--- src/ttrig_mod_cell.sv ---
// One step of the angle reduction chain: drop one shifted multiple of two pi.
// Depends on nothing but its parameters.
`timescale 1ns / 1ps
module ttrig_mod_cell #(
    parameter int          MW  = 32,
    parameter logic [63:0] SUB = 64'd0
) (
    input  logic          i_clk,
    input  logic [MW-1:0] i_mag,
    output logic [MW-1:0] o_mag
);
    localparam logic [MW-1:0] SUBV = SUB[MW-1:0];

    logic [MW-1:0] r_mag;

    always_ff @(posedge i_clk) begin
        if (i_mag >= SUBV) begin
            r_mag <= i_mag - SUBV;
        end else begin
            r_mag <= i_mag;
        end
    end

    assign o_mag = r_mag;
endmodule

--- config.mk ---
export PLATFORM = sky130hd
export DESIGN_NAME = ttrig_mod_cell
export DESIGN_NICKNAME = d
export VERILOG_FILES = /design/src/ttrig_mod_cell.sv
export SDC_FILE = /design/constraint.sdc
export NUM_CORES = 1
export LEC_CHECK = 0
export BUFFER_PORTS_ARGS = -buffer_cell sky130_fd_sc_hd__buf_2
export CAP_MARGIN = 40
export CORE_MARGIN = 3
export CORE_UTILIZATION = 32
export CTS_CLUSTER_DIAMETER = 60
export DETAILED_ROUTE_END_ITERATION = 8
export PLACE_DENSITY_LB_ADDON = 0.08
export SYNTH_ARGS = -nofsm -noshare
export SYNTH_HDL_FRONTEND = slang
export SYNTH_SLANG_ARGS = --single-unit
export TNS_END_PERCENT = 30
--- constraint.sdc ---
create_clock -name i_clk -period 0.8 [get_ports i_clk]
set_clock_uncertainty 0.05 [all_clocks]
set_input_delay 0.12 -clock i_clk [delete_from_list [all_inputs] [get_ports i_clk]]
set_output_delay 0.12 -clock i_clk [all_outputs]
set_load 0.02 [all_outputs]
Word level (Yosys, flattened, before mapping)
Cells that the tools add are included.
{"block": "totals", "ff_bits": 32, "output_inout_bits": 32}

Depth between registers and ports, before layout
{"block": "logic_depth", "word_depth": 0, "depth_mapped": 0}

Worst setup path after synthesis
No wires, ideal clock.
{"block": "synth_path", "path_type": "register to output", "startpoint": "reg r_mag[0], in the netlist o_mag[0]", "endpoint": "out o_mag[0]", "required_time_ns": 0.630, "slack_ns": 0.235, "t_arrival_ns": 0.395, "stages_incl_launch_ff": 1, "cell_sequence": "dfxtp_1"}
{"item": "from (decl)", "line_no": "14", "rtl": "logic [MW-1:0] r_mag;"}
{"item": "from (signal assigned)", "line_no": "18", "rtl": "r_mag <= i_mag - SUBV;"}
{"item": "from (signal assigned)", "line_no": "20", "rtl": "r_mag <= i_mag;"}
{"item": "to (decl)", "line_no": "10", "rtl": "output logic [MW-1:0] o_mag"}
No word-level cell between the ends.

Worst setup path in the final report
{"block": "layout_path", "startpoint": "reg r_mag[13], in the netlist o_mag[13]", "endpoint": "out o_mag[13]"}
No word-level cell between the ends.

==> impl_metrics.toml <==
[timing]
setup_viol = 32
period_share_pct = 117
fin_setup_tns_ns = -3.91
min_period_ns = 0.937
rsz0062_at_grt = "yes"
tightest_slew_ns = 0.0926
timing.final.ws_setup_ns = -0.137
final_hold_viol_count = 0
slew_headroom_pct = 93.8
slew_violations = 0
fmaxAchievable_mhz = 1070

[grt]
grt_pass1_vias = 705
grtUsageTotal_pct = 19.3
grt_start_max_net_pins = 10
overflow = 0
grt_pass1_wl_um = 3430
grt_antenna_before_repair = 0

[flow_run]
cap_violations = 0

[drt]
met3_length_um = 189
via_per_inst = 3.86
avgRoutedWirePerCell_um = 14.3
wl_met1_um = 780
highest_layer = "met4"
routed_wl_um = 2280
dr_wl_met2_um = 1290
drt_iter0_markers = 1
vias = 618
ant_nets = 0
first_pass_iters = 3
post-route-drc-count = 0

[setup_path]
critPathCaptureType = "output port"
path_delay_family = "flip-flops"
crit_path_max_fanout = 1
cp_slowest_stage_delay_ns = 0.35
crit_chain = "buf_6"
cpMaxStageDelayCell = "dfxtp_2"
crit_buf_inv = 1
worstPathRequired_ns = 0.63
worst-path-stages = 1
crit_path_end = "o_mag[13]"
arrival_ns = 0.77
crit_type = "flop to output port"
cp-startpoint = "o_mag[13]"
worstSetupStartpointType = "flop"

[floorplan]
dieArea_sq_um = 2570
start_util_pct = 35.6
dieHeight_um = 50.7
io_pins = 65
coreArea_sq_um = 1800
die_w_um = 50.7
rows = 15

[finish]
nets = 168
synthToLayoutAreaGrowth_pct = 150
post_layout_nonfiller_instances = 160
n_antenna_cell = 0
layout-drive-gt1-share_pct = 75.6
multi_input_gates = 0
multiInputGateArea_sq_um = 0
largest_register_ffs = 32

[synthesis]
synth_top_area_share_pct = 100
syn_avg_cell_area_sq_um = 20.0
postSynthNetCount = 65
syn_inst = 32
synth_cell_types = 1
synth_seq_cells = 32
ys_warn_count = 0
ys_seq_area_share_pct = 100
synthTopCellsByArea = "dfxtp_1 100%"
syn-cell-area_sq_um = 641
yosysTopAreaCell = "dfxtp_1"

[placed_design]
place_ws_ns = 0.172
portBuffers = 64
gp_congestion = 0.576
dp.cells = 121

[power]
power_density_nw_per_um2 = 1900
p_int_mw = 2.33
seqPwrFrac_pct = 57.2
power_frac_clock_pct = 26.5
comb_power_share_pct = 16.4
switching_power_uw = 711
p_leak_nw = 0.751
power_switching_share_pct = 23.4
ir_drop_mv = 1.57

[clock_tree]
root_buffer = "clkbuf_4"
cts_tree = "yes"
numCtsBuffers = 5
numClockSinks = 32
cts_max_level = 2
clkSlewWorstSetupHoldPaths_ns = 0.09
clockBufferDepth = 2
postCtsSetupBuffers = 0

[min_path]
hp-class = "input port to flop"
hold_depth = 2

[status]
status = "complete, but fails checks"
violations = "setup timing"
-- worst min-delay path by stage --
stage                            to       from
after floorplan            o_mag[0]   i_mag[0]
after global placement    o_mag[15]  i_mag[15]
after detailed placement  o_mag[18]  i_mag[18]
after CTS                 o_mag[25]  i_mag[25]
after global routing      o_mag[26]  i_mag[26]
final                     o_mag[26]  i_mag[26]
-- cells in the final DEF (no fill, tap or decap) --
master,count
buf_2,32
dfxtp_2,32
clkinv_2,1
buf_6,32
clkbuf_4,5
dlygate4sd3_1,32
clkbuf_1,1
-- cell type report --
cell class            count  area, sq um
Timing Repair Buffer     96          841
Sequential cell          32          681
Fill cell                78          203
Clock buffer              6         41.3
Tap cell                 25         31.3
Clock inverter            1         5.00
-- power by group through the flow --
stage	Clock, mW	Sequential, mW	Combinational (mW)
2_1_floorplan	0	1.85	0
3_3_place_gp	0	1.73	0.263
3_5_place_dp	0	1.73	0.266
4_1_cts	0.809	1.73	0.485
5_1_grt	0.912	1.74	0.525
6_report	0.804	1.74	0.498
-- stage by stage --
| stage | util, % | power, mW | hold WS [ns] | area, sq um |
|---|---|---|---|---|
| 5_1_grt | 88.8 | 3.18 | 0.380 | 1600 |
| 6_report | 88.8 | 3.04 | 0.392 | 1600 |
| 3_3_place_gp | 55.1 | 1.99 | 0.173 | 992 |
| 2_1_floorplan | - | 1.85 | 0.0977 | 641 |
| 4_1_cts | 88.8 | 3.03 | 0.380 | 1600 |
| 3_5_place_dp | 55.1 | 2.00 | 0.174 | 992 |
-- kinds of logic (layout without fill, tap and decap cells) --
logic type | after synthesis | count (layout) | share of synthesized area [%]
DFF | 32 | 32 | 100
buffers and inverters | 0 | 103 | 0
-- repair_timing --
| action | CTS | global route |
|---|---|---|
| gates resized for setup | 96 | 0 |
| endpoints found under the setup margin | 32 | 32 |
| hold buffers | 32 | 0 |
| pin swaps | 0 | 0 |
| endpoints found under the hold margin | 32 | 0 |
-- synthesized netlist by cell type --
library cell,number
dfxtp_1,32
-- metal layers --
| layer | GRT usage, % | vias to the layer above |
|---|---|---|
| li1 | - | 302 |
| met1 | 17.6 | 276 |
| met2 | 37.2 | 38 |
| met3 | 8.31 | 2 |
| met4 | 6.73 | 0 |
| met5 | 0 | - |
Note: power is estimated with default switching activity, not from simulation.
