### config.mk
export PLATFORM = sky130hd
export DESIGN_NAME = ttrig_div_cell
export DESIGN_NICKNAME = d
export VERILOG_FILES = /design/src/ttrig_pkg.sv /design/src/ttrig_div_cell.sv
export SDC_FILE = /design/constraint.sdc
export NUM_CORES = 1
export LEC_CHECK = 0
export BUFFER_PORTS_ARGS = -buffer_cell sky130_fd_sc_hd__buf_2
export CORE_AREA = 2 2 125 127
export DETAILED_ROUTE_END_ITERATION = 10
export DIE_AREA = 0 0 127 129
export GPL_TIMING_DRIVEN = 0
export PLACE_DENSITY = 0.67
export SYNTH_ARGS = -nofsm -noshare
export SYNTH_HDL_FRONTEND = slang
export SYNTH_SLANG_ARGS = --single-unit
export TNS_END_PERCENT = 10
### constraint.sdc
create_clock -name i_clk -period 4 [get_ports i_clk]
set_input_delay 0.4 -clock i_clk [delete_from_list [all_inputs] [get_ports i_clk]]
set_output_delay 0.4 -clock i_clk [all_outputs]
set_load 0.01 [all_outputs]
### src/ttrig_pkg.sv
// Package for the Taylor-series trig evaluator: fixed-point constants,
// internal widths, function codes and the pipeline control word.
// No dependencies.
`timescale 1ns / 1ps
package ttrig_pkg;

    localparam int FRAC_BITS = 24;
    localparam logic [63:0] PI_Q      = 64'd52707179;
    localparam logic [63:0] HALF_PI_Q = 64'd26353589;
    localparam logic [63:0] TWO_PI_Q  = 64'd105414358;

    localparam int RED_W = 29;
    localparam int X2_W  = 28;
    localparam int T_W   = 32;
    localparam int NB    = X2_W + T_W + 1 - FRAC_BITS;
    localparam int NUM_W = 51;
    localparam int DEN_W = 28;

    localparam logic [T_W-1:0] ONE_Q = T_W'(64'd1 << FRAC_BITS);

    localparam logic [1:0] ACT_COS = 2'd0;
    localparam logic [1:0] ACT_SIN = 2'd1;
    localparam logic [1:0] ACT_TAN = 2'd2;
    localparam logic [1:0] ACT_COT = 2'd3;

    typedef struct packed {
        logic                  valid;
        logic [1:0]            action;
        logic                  asign;
        logic signed [T_W-1:0] val;
        logic                  nneg;
        logic                  qneg;
        logic                  dz;
    } t_ctrl;

endpackage

### src/ttrig_div_cell.sv
// One restoring step of the quotient chain: one quotient bit per cell.
// Uses ttrig_pkg for the operand widths.
`timescale 1ns / 1ps
module ttrig_div_cell (
    input  logic                        i_clk,
    input  logic [ttrig_pkg::DEN_W-1:0] i_rem,
    input  logic [ttrig_pkg::NUM_W-1:0] i_num,
    input  logic [ttrig_pkg::NUM_W-1:0] i_quo,
    input  logic [ttrig_pkg::DEN_W-1:0] i_den,
    output logic [ttrig_pkg::DEN_W-1:0] o_rem,
    output logic [ttrig_pkg::NUM_W-1:0] o_num,
    output logic [ttrig_pkg::NUM_W-1:0] o_quo,
    output logic [ttrig_pkg::DEN_W-1:0] o_den
);
    import ttrig_pkg::*;

    logic [DEN_W-1:0] r_rem;
    logic [NUM_W-1:0] r_num;
    logic [NUM_W-1:0] r_quo;
    logic [DEN_W-1:0] r_den;
    logic [DEN_W:0]   n_sh;
    logic             n_ge;

    always_comb begin
        n_sh = {i_rem, i_num[NUM_W-1]};
        n_ge = (n_sh >= {1'b0, i_den});
    end

    always_ff @(posedge i_clk) begin
        r_rem <= n_ge ? DEN_W'(n_sh - {1'b0, i_den}) : n_sh[DEN_W-1:0];
        r_num <= {i_num[NUM_W-2:0], 1'b0};
        r_quo <= {i_quo[NUM_W-2:0], n_ge};
        r_den <= i_den;
    end

    assign o_rem = r_rem;
    assign o_num = r_num;
    assign o_quo = r_quo;
    assign o_den = r_den;
endmodule
Word level (Yosys, flattened, before mapping)
Cells that the tools add are included.

Add/subtract/negate cells: 1. $lt $le $gt $ge: 1. Mux-type cells: 1.

Operators with widths (count): 29-bit by 28-bit greater-or-equal comparator with 1-bit output (1); 28-bit two-way mux (1); 28-bit subtractor (1).

Register bits after elaboration: 157. Input bits: 159. Word-level logic and storage cells: 7.

Depth between registers and ports, before layout
Word-level depth: 2. Depth in mapped cells: 13. Mapped depth without buffers: 11.

Worst setup path after synthesis
No wires, ideal clock.

Path type: input to register. Start: input i_den[11] (netlist name). End: register r_rem[21], in the netlist o_rem[21]. Setup time: 121 ps. Data arrival time: 2436 ps. Data required time: 3879 ps. Setup slack: 1443 ps. Stages: 13. Path buffers: 3. Cell sequence: inv_1 > ha_1 > buf_2 > nand2_1 > nor2_1 > nor2_1 > a31oi_2 > a31oi_2 > a21oi_2 > a41o_1 > buf_6 > buf_6 > mux2_4.

Longest elaborated chain between the ends: 2. Elaborated cells between the ends (all ways): 3.

RTL lines: start, declared (RTL line ttrig_div_cell.sv:9) `input logic [ttrig_pkg::DEN_W-1:0] i_den,`; 29-bit by 28-bit greater-or-equal comparator with 1-bit output (RTL line ttrig_div_cell.sv:26) `n_ge = (n_sh >= {1'b0, i_den});`; via n_ge (RTL line ttrig_div_cell.sv:22) `logic n_ge;`; 28-bit two-way mux (RTL line ttrig_div_cell.sv:30) `r_rem <= n_ge ? DEN_W'(n_sh - {1'b0, i_den}) : n_sh[DEN_W-1:0];`; end signal, assigned (RTL line ttrig_div_cell.sv:30); end, declared (RTL line ttrig_div_cell.sv:17) `logic [DEN_W-1:0] r_rem;`.

The timed path passes the listed nets, and every way through them passes these cells.

Worst setup path after layout
Start: input i_den[3] (netlist name). End: register r_rem[21], in the netlist o_rem[21].

The elaborated chain is that of the path after synthesis.

==> metrics.md <==
| Metric | Value |
|---|---|
| Reported net switching power | 1.09 mW |
| Sequential share of power | 0.425 |
| Number of warnings printed during yosys synthesis | 0 |
| # Max-Cap Violations | 0 |
| Number of nets in the synthesized netlist | 648 |
| Share of the cycle needed by the critical path after routing | 0.675 |
| Number of remaining DRC errors | 0 |
| Number of global-route vias before repair | 4377 |
| Kind of cell adding the most delay to the critical path | compound AO/OA/AOI/OAI gates |
| Most frequently used flop master after synthesis | sky130_fd_sc_hd__dfxtp_1 |
| Top area cells in the synthesized netlist | sky130_fd_sc_hd__dfxtp_1 59%, sky130_fd_sc_hd__ha_1 6.6%, sky130_fd_sc_hd__mux2_2 4.0% |
| Worst Path Arrival | 3.01 ns |
| Avg Cell Area, Syn | 11.6 µm² |
| Seq/Total Area, Yosys | 0.591 |
| Max Fanout on Critical Path | 10 |
| Die width | 127 µm |
| Total internal power | 2.96 mW |
| Die Height | 129 µm |
| Wire length of the first global-routing pass | 23.6 mm |
| Post-synth top area cell | sky130_fd_sc_hd__dfxtp_1 |
| Area of the die | 16400 µm² |
| Max-slew violation total from the final report | 0 |
| Number of levels in the clock H-tree | 4 |
| Clock tree sinks | 157 |
| Clk root buf | sky130_fd_sc_hd__clkbuf_16 |
| Area taken by flip-flops and latches | 3140 µm² |
| Result of the run | finished, final reports clean |
| Peak supply drop | 0.301 mV |
| Layout Area Growth over Synthesis | 45.6% |
| Area of the multi-input gates | 1940 µm² |
| Hold Slack | 0.0754 ns |
| Post-synthesis cell area | 5320 µm² |
| Tot GR Track Use | 0.191 |
| Clk pin slew, worst setup/hold paths | 0.07 ns |
| Combinational power share | 0.169 |
| Largest stage delay on the critical path | 0.35 ns |
| Final TNS setup | 0 ns |
| Initial standard-cell utilization of the core | 0.355 |
| Quantity of gates resized following cts | 0 |
| CTS tree | yes |
| Total detailed-routing wirelength | 16.5 mm |
| Min cycle time layout | 2.70 ns |
| Core area | 15000 µm² |
| Largest net degree at the start of global routing | 17 |
| Post-CTS Repair Setup Buffers | 0 |
| Number of ports placed on the die boundary | 317 |
| Worst min-delay path class | in2reg |
| Total gr overflow | 0 |
| Net count, final | 981 |
| Post-synth EDFFs | 0 |
| Reported leakage power | 3.95 nW |
| Post-Synthesis Cells | 460 |
| Share of post-route cells with drive strength above 1 | 0.485 |
| Asr flop ratio synth | 0 |
| Worst Min Path Start | i_quo[0] |
| Total of buffers placed on input and output ports | 314 |
| HPWL reported at the end of detailed placement | 13.5 mm |
| Critical path data required time | 4.30 ns |
| Number of vias after detailed routing | 4519 |
| Filler Cells Inserted | 1416 |
| Launch point of the worst path | i_den[3] |
| Initial DRC Count | 151 |
| Count of endpoints failing setup in the final report | 0 |
| Count of final hold-check violations | 0 |
| Average vias per placed instance | 4.53 |
| Post-CTS Hold Fix Bufs | 0 |
| Inserted Clock Buffers | 17 |
| Power density over the cells | 524 nW/µm² |
| Number of detailed-routing iterations run before antenna repair | 4 |
| Synth Register Bits | 157 |
| Number of nets with antenna violations after routing | 0 |
| Part of the total power dissipated in the clock network | 0.406 |
| Achievable clock frequency | 370 MHz |
| Antenna violations before repair | 7 |
| Switching Fraction | 0.269 |
| CTS max path bufs | 2 |
| Unique cell type count in the Yosys netlist | 54 |
| Per-cell routed wire length | 16.5 µm |
| Standard-cell row count | 45 |
| Setup crit start kind | input port |
| Fraction of synthesized cell area taken by the top area cell type | 0.591 |
| List of cells traversed by the critical path | buf_2 -> inv_1 -> ha_1 -> o211ai_1 -> a21oi_1 -> o21ai_1 -> a31oi_2 -> a31oi_2 -> a21oi_2 -> a41o_1 -> buf_6 -> buf_6 -> mux2_4 |
| Critical path buffers and inverters | 4 |
| Unrepaired setup endpoints after global routing | no |
| Crit end category | flop |
| Final weighted congestion of routability-driven global placement | 0.844 |
| Standard cell with the maximum stage delay on the critical path | sky130_fd_sc_hd__ha_1 |
| Kind of critical path | in2reg |
## area by class of cell
cell class	instances	share of cell area
Buffer	17	0.0123
Clock inverter	14	0.0228
Timing Repair Buffer	314	0.203
Tap cell	188	0.0304
Sequential cell	157	0.406
Antenna cell	4	0.00129
Clock buffer	18	0.0554
Inverter	38	0.0184
Multi-Input combinational cell	248	0.250
## registers in the layout, indices dropped and copies added (netlist names)
signal  cells
o_num      50
o_den      28
o_quo      51
o_rem      28
## metrics by stage
step / instances / setup WS, ns / util / total power, mW / instance area, µm²
3_5_place_dp: 962 / 0.838 / 0.476 / 2.45 / 7120
4_1_cts: 994 / 1.29 / 0.516 / 4.10 / 7730
2_1_floorplan: 460 / 1.44 / - / 2.15 / 5320
6_report: 998 / 1.30 / 0.517 / 4.05 / 7740
5_1_grt: 994 / 1.15 / 0.516 / 4.23 / 7730
3_3_place_gp: 962 / 0.845 / 0.476 / 2.44 / 7120
## worst paths after layout
kind | slack, ns | cells after the start | to
max | 1.30 | 13 | o_rem[21]
min | 0.08 | 1 | o_quo[1]
## metal layers
layer | global-route usage | up-vias | wire length, µm
li1 | - | 2250 | -
met1 | 0.215 | 2072 | 6630
met2 | 0.339 | 175 | 8350
met3 | 0.0707 | 16 | 1240
met4 | 0.0621 | 6 | 191
met5 | 0 | - | 41
## power by group through the flow
stage	clock (mW)	sequential (mW)	combinational, mW
floorplan	0	1.83	0.318
global placement	0	1.76	0.686
detailed placement	0	1.76	0.690
CTS	1.68	1.73	0.695
global route	1.75	1.73	0.750
finish	1.64	1.72	0.686
## placed cells by master, fill, tap and decap left out, types with 3 or more instances in the layout
cell / n
sky130_fd_sc_hd__a31oi_1: 3
sky130_fd_sc_hd__a21oi_1: 30
sky130_fd_sc_hd__nand2_1: 18
sky130_fd_sc_hd__xnor2_1: 13
sky130_fd_sc_hd__nand2b_1: 3
sky130_fd_sc_hd__xor2_1: 9
sky130_fd_sc_hd__inv_6: 3
sky130_fd_sc_hd__o21bai_1: 5
sky130_fd_sc_hd__mux2i_1: 5
sky130_fd_sc_hd__inv_1: 38
sky130_fd_sc_hd__nor2_1: 18
sky130_fd_sc_hd__mux2_2: 19
sky130_fd_sc_hd__nor3_1: 7
sky130_fd_sc_hd__nand4_1: 7
sky130_fd_sc_hd__inv_8: 4
sky130_fd_sc_hd__diode_2: 4
sky130_fd_sc_hd__and3_1: 5
sky130_fd_sc_hd__nand3_1: 6
sky130_fd_sc_hd__clkbuf_1: 10
sky130_fd_sc_hd__a21o_1: 12
sky130_fd_sc_hd__o21ai_0: 12
sky130_fd_sc_hd__buf_6: 3
sky130_fd_sc_hd__ha_1: 28
sky130_fd_sc_hd__buf_2: 318
sky130_fd_sc_hd__mux2_4: 5
sky130_fd_sc_hd__clkbuf_16: 17
sky130_fd_sc_hd__o211ai_1: 5
sky130_fd_sc_hd__dfxtp_1: 157
## cells in the mapped netlist, types with 4 or more instances
| master | number |
|---|---|
| sky130_fd_sc_hd__a21o_1 | 12 |
| sky130_fd_sc_hd__a21oi_1 | 30 |
| sky130_fd_sc_hd__and3_1 | 5 |
| sky130_fd_sc_hd__buf_2 | 4 |
| sky130_fd_sc_hd__clkbuf_1 | 9 |
| sky130_fd_sc_hd__dfxtp_1 | 157 |
| sky130_fd_sc_hd__ha_1 | 28 |
| sky130_fd_sc_hd__inv_1 | 38 |
| sky130_fd_sc_hd__mux2_2 | 19 |
| sky130_fd_sc_hd__mux2_4 | 5 |
| sky130_fd_sc_hd__mux2i_1 | 5 |
| sky130_fd_sc_hd__nand2_1 | 18 |
| sky130_fd_sc_hd__nand3_1 | 6 |
| sky130_fd_sc_hd__nand4_1 | 7 |
| sky130_fd_sc_hd__nor2_1 | 18 |
| sky130_fd_sc_hd__nor3_1 | 7 |
| sky130_fd_sc_hd__o211ai_1 | 5 |
| sky130_fd_sc_hd__o21ai_0 | 12 |
| sky130_fd_sc_hd__o21bai_1 | 5 |
| sky130_fd_sc_hd__xnor2_1 | 13 |
| sky130_fd_sc_hd__xor2_1 | 9 |
## cells by family (layout without fill, tap and decap cells)
kind of cell	Yosys count	count (layout)	share of synthesized area
flops	157	157	0.591
compound gates	91	91	0.121
simple gates	76	76	0.0727
buf+inv	55	401	0.0447
fa+ha+maj	29	29	0.0696
mux	29	29	0.0638
xor+xnor	22	22	0.0362
other cells	1	5	0.000705
Power figures use the tool's default switching activity.
